--- config.mk ---
export PLATFORM = sky130hd
export DESIGN_NAME = ddwr_mix
export DESIGN_NICKNAME = d
export VERILOG_FILES = /design/src/rtl/ddwr_pkg.sv /design/src/rtl/ddwr_mix.sv
export SDC_FILE = /design/constraint.sdc
export NUM_CORES = 1
export LEC_CHECK = 0
export ABC_AREA = 0
export ABC_CLOCK_PERIOD_IN_PS = 4100
export BUFFER_PORTS_ARGS = -buffer_cell sky130_fd_sc_hd__clkbuf_2
export CAP_MARGIN = 20
export CORE_UTILIZATION = 62
export DETAILED_ROUTE_END_ITERATION = 7
export GPL_TIMING_DRIVEN = 0
export HOLD_SLACK_MARGIN = 0.12
export PLACE_DENSITY_LB_ADDON = 0.1
export SLEW_MARGIN = 20
export SYNTH_ARGS = -nofsm -noshare
export SYNTH_HDL_FRONTEND = slang
export SYNTH_SLANG_ARGS = --single-unit
--- constraint.sdc ---
create_clock -name clk -period 4.1 [get_ports clk]
set_input_delay 0.41 -clock clk [delete_from_list [all_inputs] [get_ports clk]]
set_output_delay 0.41 -clock clk [all_outputs]
set_load 0.01 [all_outputs]
--- src/rtl/ddwr_pkg.sv ---
`default_nettype none
package ddwr_pkg;

	localparam int VEL_W   = 16;
	localparam int CIRC_W  = 22;
	localparam int TRK_W   = 12;
	localparam int MAX_W   = 10;
	localparam int LIM_W   = MAX_W + 8;
	localparam int NUM_W   = 40;
	localparam int SUM_W   = NUM_W + 1;
	localparam int MIX_W   = NUM_W + 3;
	localparam int OUT_W   = 19;
	localparam int SCL_N   = LIM_W;
	localparam int CIDX_W  = 2;

	localparam logic [23:0] XY_GAIN = 24'd15360000;

	localparam logic [CIDX_W-1:0] CFG_CIRC  = 2'd0;
	localparam logic [CIDX_W-1:0] CFG_TRACK = 2'd1;
	localparam logic [CIDX_W-1:0] CFG_MAX   = 2'd2;

	typedef struct packed {
		logic sx;
		logic sy;
		logic st;
		logic lat;
		logic yaw;
	} flg_t;

	typedef struct packed {
		logic [NUM_W-1:0] ax;
		logic [NUM_W-1:0] ay;
		logic [NUM_W-1:0] at;
		flg_t             f;
	} comp_t;

	function automatic logic [VEL_W-1:0] mag16(input logic [VEL_W-1:0] v);
		return v[VEL_W-1] ? VEL_W'(~v + 1'b1) : v;
	endfunction

	// one restoring step: remainder in top bits, shifted numerator/quotient below
	function automatic logic [CIRC_W+NUM_W-1:0] div_step(input logic [CIRC_W-1:0] rem,
			input logic [NUM_W-1:0] nq, input logic [CIRC_W-1:0] d);
		logic [CIRC_W:0] t;
		logic [CIRC_W:0] diff;
		logic            qb;
		t    = {rem, nq[NUM_W-1]};
		diff = t - {1'b0, d};
		qb   = (t >= {1'b0, d});
		return {qb ? diff[CIRC_W-1:0] : t[CIRC_W-1:0], nq[NUM_W-2:0], qb};
	endfunction

	// c*lim/s with the multiplier bits fed in msb first, digit 0..2
	function automatic logic [SUM_W+1:0] scl_step(input logic [SUM_W-1:0] rem,
			input logic [NUM_W-1:0] c, input logic [SUM_W-1:0] s, input logic b);
		logic [SUM_W+1:0] t;
		logic [SUM_W+1:0] s1;
		logic [SUM_W+1:0] s2;
		logic [SUM_W+1:0] r;
		logic [1:0]       d;
		t  = {rem, 1'b0} + (b ? {3'd0, c} : '0);
		s1 = {2'd0, s};
		s2 = {1'b0, s, 1'b0};
		if (t >= s2) begin
			r = t - s2;
			d = 2'd2;
		end else if (t >= s1) begin
			r = t - s1;
			d = 2'd1;
		end else begin
			r = t;
			d = 2'd0;
		end
		return {r[SUM_W-1:0], d};
	endfunction

endpackage
`default_nettype wire

--- src/rtl/ddwr_mix.sv ---
`default_nettype none
module ddwr_mix (
	input  wire logic                        clk,
	input  wire logic                        arst_n,
	input  wire logic                        in_valid,
	output logic                             in_ready,
	input  wire ddwr_pkg::comp_t             in_c,
	input  wire logic [ddwr_pkg::MAX_W-1:0]  max_rpm,
	output logic                             out_valid,
	input  wire logic                        out_ready,
	output logic [ddwr_pkg::OUT_W-1:0]       out_left,
	output logic [ddwr_pkg::OUT_W-1:0]       out_right
);
	import ddwr_pkg::*;

	logic [1:0]              v_s;
	logic [1:0]              ld;
	logic signed [MIX_W-1:0] m1_s1, m2_s1;
	logic [OUT_W-1:0]        l_s2, r_s2;
	logic signed [MIX_W-1:0] x, y, t, lim, nlim;

	function automatic logic signed [MIX_W-1:0] sgn(input logic s, input logic [NUM_W-1:0] m);
		logic signed [MIX_W-1:0] e;
		e = signed'({3'd0, m});
		return s ? -e : e;
	endfunction

	function automatic logic [OUT_W-1:0] clamp(input logic signed [MIX_W-1:0] m,
			input logic signed [MIX_W-1:0] hi, input logic signed [MIX_W-1:0] lo);
		logic signed [MIX_W-1:0] r;
		if (m > hi) begin
			r = hi;
		end else if (m < lo) begin
			r = lo;
		end else begin
			r = m;
		end
		return r[OUT_W-1:0];
	endfunction

	assign x    = sgn(in_c.f.sx, in_c.ax);
	assign y    = sgn(in_c.f.sy, in_c.ay);
	assign t    = sgn(in_c.f.st, in_c.at);
	assign lim  = signed'({{(MIX_W-LIM_W){1'b0}}, max_rpm, 8'd0});
	assign nlim = -lim;

	assign ld[1]    = !v_s[1] || out_ready;
	assign ld[0]    = !v_s[0] || ld[1];
	assign in_ready = ld[0];

	always_ff @(posedge clk or negedge arst_n) begin
		if (!arst_n) begin
			v_s <= '0;
		end else begin
			if (ld[0]) begin
				v_s[0] <= in_valid;
			end
			if (ld[1]) begin
				v_s[1] <= v_s[0];
			end
		end
	end

	always_ff @(posedge clk) begin
		if (ld[0]) begin
			m1_s1 <= x - y - t;
			m2_s1 <= x + y + t;
		end
		if (ld[1]) begin
			l_s2 <= clamp(m1_s1, lim, nlim);
			r_s2 <= clamp(m2_s1, lim, nlim);
		end
	end

	assign out_valid = v_s[1];
	assign out_left  = l_s2;
	assign out_right = r_s2;

`ifndef ASSERT_OFF
	a_mix_rng: assert property (@(posedge clk) disable iff (!arst_n)
		v_s[1] |-> (signed'(l_s2) <= signed'(lim[OUT_W-1:0]))
			&& (signed'(r_s2) <= signed'(lim[OUT_W-1:0])))
		else $error("wheel output above limit");
`endif

endmodule
`default_nettype wire

==> Yosys cells after proc, flatten, opt, wreduce, memory -nomap -nowiden <==
Cells that the tools add are included.
W data, S select, Z words.
{ "totals": {"elab_cells": 31, "regBits": 126, "out_inout_bits": 40} }
{ "op_classes": {"mux": 7, "reduce_logical": 4, "addsub": 8, "magnitude_cmp": 4} }
{ "ops": {"columns": ["operator", "n"], "rows": [
  ["$mux W43", 3],
  ["$neg A40 Y43", 3],
  ["$add A43 B43 Y43", 2],
  ["$gt A43 B19 Y1", 2],
  ["$lt A43 B43 Y1", 2],
  ["$sub A43 B43 Y43", 2],
  ["$neg A18 Y43", 1],
  ["$mux W19", 2],
  ["$mux W18", 2],
  ["$logic_not A1 Y1", 2],
  ["$logic_or A1 B1 Y1", 2]
]} }

==> Logic depth before layout (Yosys ltp) <==
{ "logic_depth": {"depth_word": 4, "depth_mapped": 21} }

==> Worst setup path after synthesis <==
No wires, ideal clock.
{ "synth_path": {"path_type": "input to register", "startpoint": "input in_c[18] (netlist name)", "endpoint": "register m1_s1[41], data pin", "path_stages": 20, "required_time_ns": 3.842, "setup_time_ns": 0.258, "path_slack_ns": -1.504, "t_arrival_ns": 5.346, "n_path_buf": 0, "cell_sequence": "or4_4 or4_4 nor3b_4 nand4_1 or4_1 or4_4 o21ai_1 xnor2_1 inv_1 fa_1 inv_1 ha_1 a21oi_1 nor2b_1 nor2_1 o21ai_0 a21o_1 a21o_1 a221o_1 xor2_1"} }
{ "synth_between": {"elab_chain_len": 3} }
{ "synth_lines": {"columns": ["item", "line_no", "source"], "rows": [
  ["start, declared", "ddwr_mix.sv:7", "input wire ddwr_pkg::comp_t in_c,"],
  ["$neg A40 Y43", "ddwr_mix.sv:25", "return s ? -e : e;"],
  ["$mux W43 *", "ddwr_mix.sv:25", null],
  ["$sub A43 B43 Y43 *", "ddwr_mix.sv:66", "m1_s1 <= x - y - t;"],
  ["end signal, assigned", "ddwr_mix.sv:66", null],
  ["end, declared", "ddwr_mix.sv:18", "logic signed [MIX_W-1:0] m1_s1, m2_s1;"]
]} }
Every way passes the cells marked *; elsewhere a longest branch is shown, timed or not.
A chain may end at the register's enable or synchronous reset.

==> Worst setup path after layout <==
{ "layout_path": {"startpoint": "input in_c[18] (netlist name)", "endpoint": "register m1_s1[40], data pin"} }
The elaborated chain is that of the path after synthesis.

==> metrics.md <==
| Metric | Value |
|---|---|
| Syn_nets | `2,195` |
| Final-stage net count | `2,523` |
| Hold Slack | `around 0.18 ns` |
| Wirelength, routed | `58.2 mm` |
| Final setup vio count | `52` |
| Vias | `16,200` |
| Max stage delay on crit path | `about 0.53 ns` |
| Met1 wire length | `between 20 and 25 mm` |
| DRC viols | `0` |
| Total negative slack | `-37.86 ns` |
| Fmax | `0.184 GHz` |
| Pre-CTS worst setup slack | `-2.07 ns` |
| Max layer used | `met4` |
| Met2 wire length | `26.5 mm` |
| Top-count cell post-synth | `inv_1` |
| Crit path launch type | `input port` |
| CORE AREA | `~25,000 sq um` |
| Unique masters post-synth | `75` |
| Worst hold path class | `input port to flop` |
| CP dominant cell by count | `or4_4` |
| Reg clk slew, reported paths | `0.07 ns` |
| Die ar. | `26,900 sq um` |
| GR Util All Layers | `37.0%` |
| Chip height | `164 microns` |
| Top cells by area, synth | `edfxtp_1 (23%), ha_1 (14%), fa_1 (12%)` |
| Vias per Instance | `6.63` |
| Met3 WL | `5.61 mm` |
| Largest net degree at the start of global routing | `21` |
| Ports | `179` |
| Worst path slowest cell | `or4_4` |
| CP endpoint kind | `flop` |
| Post-detailed-placement half-perimeter wirelength | `38.2 mm` |
| Top cell type's share of synthesized area | `22.7%` |
| Crit path DAT | `5.60 ns` |
| DRT antenna net count | `0` |
| DRT iter0 DRCs | `roughly 1,800` |
| Mux cell area share after synthesis | `1.07%` |
| CP required | `4.26 ns` |
| CTS Buffer Depth | `2` |
| CP startpoint | `in_c[18]` |
| Measured slew at the worst slew-check pin | `0.919 ns` |
| Seq cells post-synth | `about 130` |
| Max-cap violations | `0` |
| Mapped Cells | `1,775` |
| Failing checks | `negative setup slack` |
| Post-synth ARST share | `1.60%` |
| CTS Buf Count | `17` |
| Vias in the first global route | `14,600` |
| EDFF count, synth | `123` |
| Max Slew Vio Count | `0` |
| First-pass GRT wire length | `76.2 mm` |
| Clk_skew | `0.0201 ns` |
| Worst rel slew slack | `a little under two fifths` |
| Hold Fails Final Rpt | `0` |
| Run status | `finished, violations left` |
| Number of H-tree levels | `4` |
| WL/cell | `23.8 microns` |
| Initial antenna violation count | `2` |
| Synth Cell Area | `16,300 sq um` |
| Register area | `3740 sq um` |
| CTS Root Cell | `clkbuf_16` |
| Simple-gate share of the synthesized area | `between 10% and 20%` |
| GRT overflow | `0` |
| Final Wtd Congestion | `0.967` |
| Synth cell count leaders | `inv_1 (212), ha_1 (180), edfxtp_1 (123)` |
| Footprint of the multi-input gates | `14,000 sq um` |
| Worst Slack Setup Final | `-1.34 ns` |
| Avg Inst Size Synth | `9.16 sq um` |
| VDD IR max | `0.000407 V` |
| Leakage | `9.77 nW` |
| Top_reg_cell synth | `edfxtp_1` |
| Fillers | `approximately 1,200` |
| I/O Buffers | `176` |
| PwrDens | `593 nW/um^2` |
| Worst Setup Path Type | `input port to flop` |
| WP buf/inv | `3` |
| CTS tree | `done` |
| R2r startpoint | `m1_s1[42]$_DFFE_PP_` |
| # rows | `58` |
| Largest family of logic cells by synthesized area | `adder cells` |
| Adder-Cell Fraction of Synth Area | `26.4%` |
| HP Start | `in_valid` |
| Leading area contributor after synthesis | `edfxtp_1` |
| Tmin final | `5.44 ns` |
| # clock sinks | `around 130` |
| Area delta synth->final | `35.0%` |
| Share of post-route cells with drive strength above 1 | `35.4%` |
| Critical Path Fanout Max | `4` |
| Family with the most delay on the worst path | `simple AND/OR/NAND/NOR gates` |
| Register area share after synthesis | `23.0%` |
| Syn. warnings | `0` |
| Post-synthesis xor/xnor area fraction | `11.2%` |
| Unrepaired setup endpoints after global routing | `yes` |
| Clk_lat worst skew | `roughly 0.43 ns` |
| Initial Util | `63.9%` |
| Chip width | `~160 microns` |
| Area fraction in compound gates after synthesis | `approximately 17%` |
| Period utilisation layout | `133%` |
| Worst path cell trace | `buf_8 > or4_4 > or4_4 > nor3b_4 > nand4_1 > or4_4 > or4_4 > o21ai_4 > xor2_2 > inv_2 > fa_2 > ha_4 > a21o_1 > a21oi_2 > nor2b_1 > nor2_2 > buf_4 > nand2_1 > or3_4 > a31o_2 > a21oi_2 > xnor2_1` |
| DRT Pass-1 Iters | `8` |
==> layout by cell type (no fill, tap or decap), types with 49 or more instances in the layout <==
| master | count |
|---|---|
| fa_1 | 87 |
| nor2_1 | 68 |
| a21oi_1 | 53 |
| o21ai_0 | 49 |
| edfxtp_1 | 123 |
| clkbuf_2 | 177 |
| inv_1 | 191 |
| buf_4 | 107 |
| ha_1 | 131 |
| nand2_1 | 88 |
| xor2_1 | 82 |
| xnor2_1 | 69 |
| a21o_1 | 63 |
==> report_power, final <==
part | switching (mW) | internal (mW)
Combinational | 4.99 | 3.84
Clock | 0.647 | 0.805
Sequential | 0.412 | 2.33
Total | 6.05 | 6.97
==> per-layer routing <==
layer / vias to the layer above / track usage, %
met5: - / 0
met2: 1259 / 58.7
met3: 340 / 5.30
met1: 7654 / 51.7
met4: 0 / 12.6
li1: 6962 / -
==> path summary, 6_finish.rpt <==
path | slack (ns) | depth (start not counted) | endpoint
worst max-delay path | -1.34 | 22 | m1_s1[40]$_DFFE_PP_
worst min-delay path | 0.18 | 2 | v_s[0]$_DFFE_PN0P_
worst max register to register | 0.73 | 9 | out_left[9]$_DFFE_PP_
worst min register to register | 0.50 | 1 | v_s[1]$_DFFE_PN0P_
max in group asynchronous | 3.69 | 2 | v_s[1]$_DFFE_PN0P_
min in group asynchronous | 0.31 | 2 | v_s[0]$_DFFE_PN0P_
==> what timing repair did <==
item	4_1_cts	5_1_grt
endpoints found under the setup margin	97	81
buffers inserted	89	64
resized for setup	231	216
hold buffers	1	0
endpoints found under the hold margin	2	0
pin swaps	128	115
==> cell families (layout without fill, tap and decap cells) <==
kind of cell / count (synthesis) / after routing
AND/OR/NAND/NOR: 463 / 463
AO/OA/AOI/OAI: 425 / 425
adder cells (fa/ha/maj): 283 / 283
buffers and inverters: 254 / 595
XOR/XNOR: 208 / 208
flip-flops: 125 / 125
multiplexers: 17 / 17
other: 0 / 1
==> registers in the layout, summed over array words and instances (netlist names) <==
signal	count
out_right	19
m1_s1	42
m2_s1	43
v_s	2
out_left	19
==> area by class of cell <==
type / instances / share of cell area (%)
tap: 330 / 1.88
inverter: 212 / 3.70
antenna: 1 / 0.0114
clock inverter: 15 / 0.638
clock buffer: 17 / 1.94
multi-input combinational: 1396 / 63.9
buffer: 26 / 0.655
timing repair buffer: 325 / 10.2
sequential: 125 / 17.1
==> per-stage QoR <==
stage | utilization [%] | total power, mW | cell area, sq um | cells
after global routing | 86.2 | 13.6 | 22000 | 2446
after floorplan | - | 7.10 | 16900 | 1775
after detailed placement | 71.7 | 8.94 | 18300 | 2287
final | 86.2 | 13.0 | 22000 | 2447
after CTS | 80.9 | 11.5 | 20600 | 2396
after global placement | 71.4 | 8.74 | 18200 | 2281
Note: power is estimated with default switching activity, not from simulation.
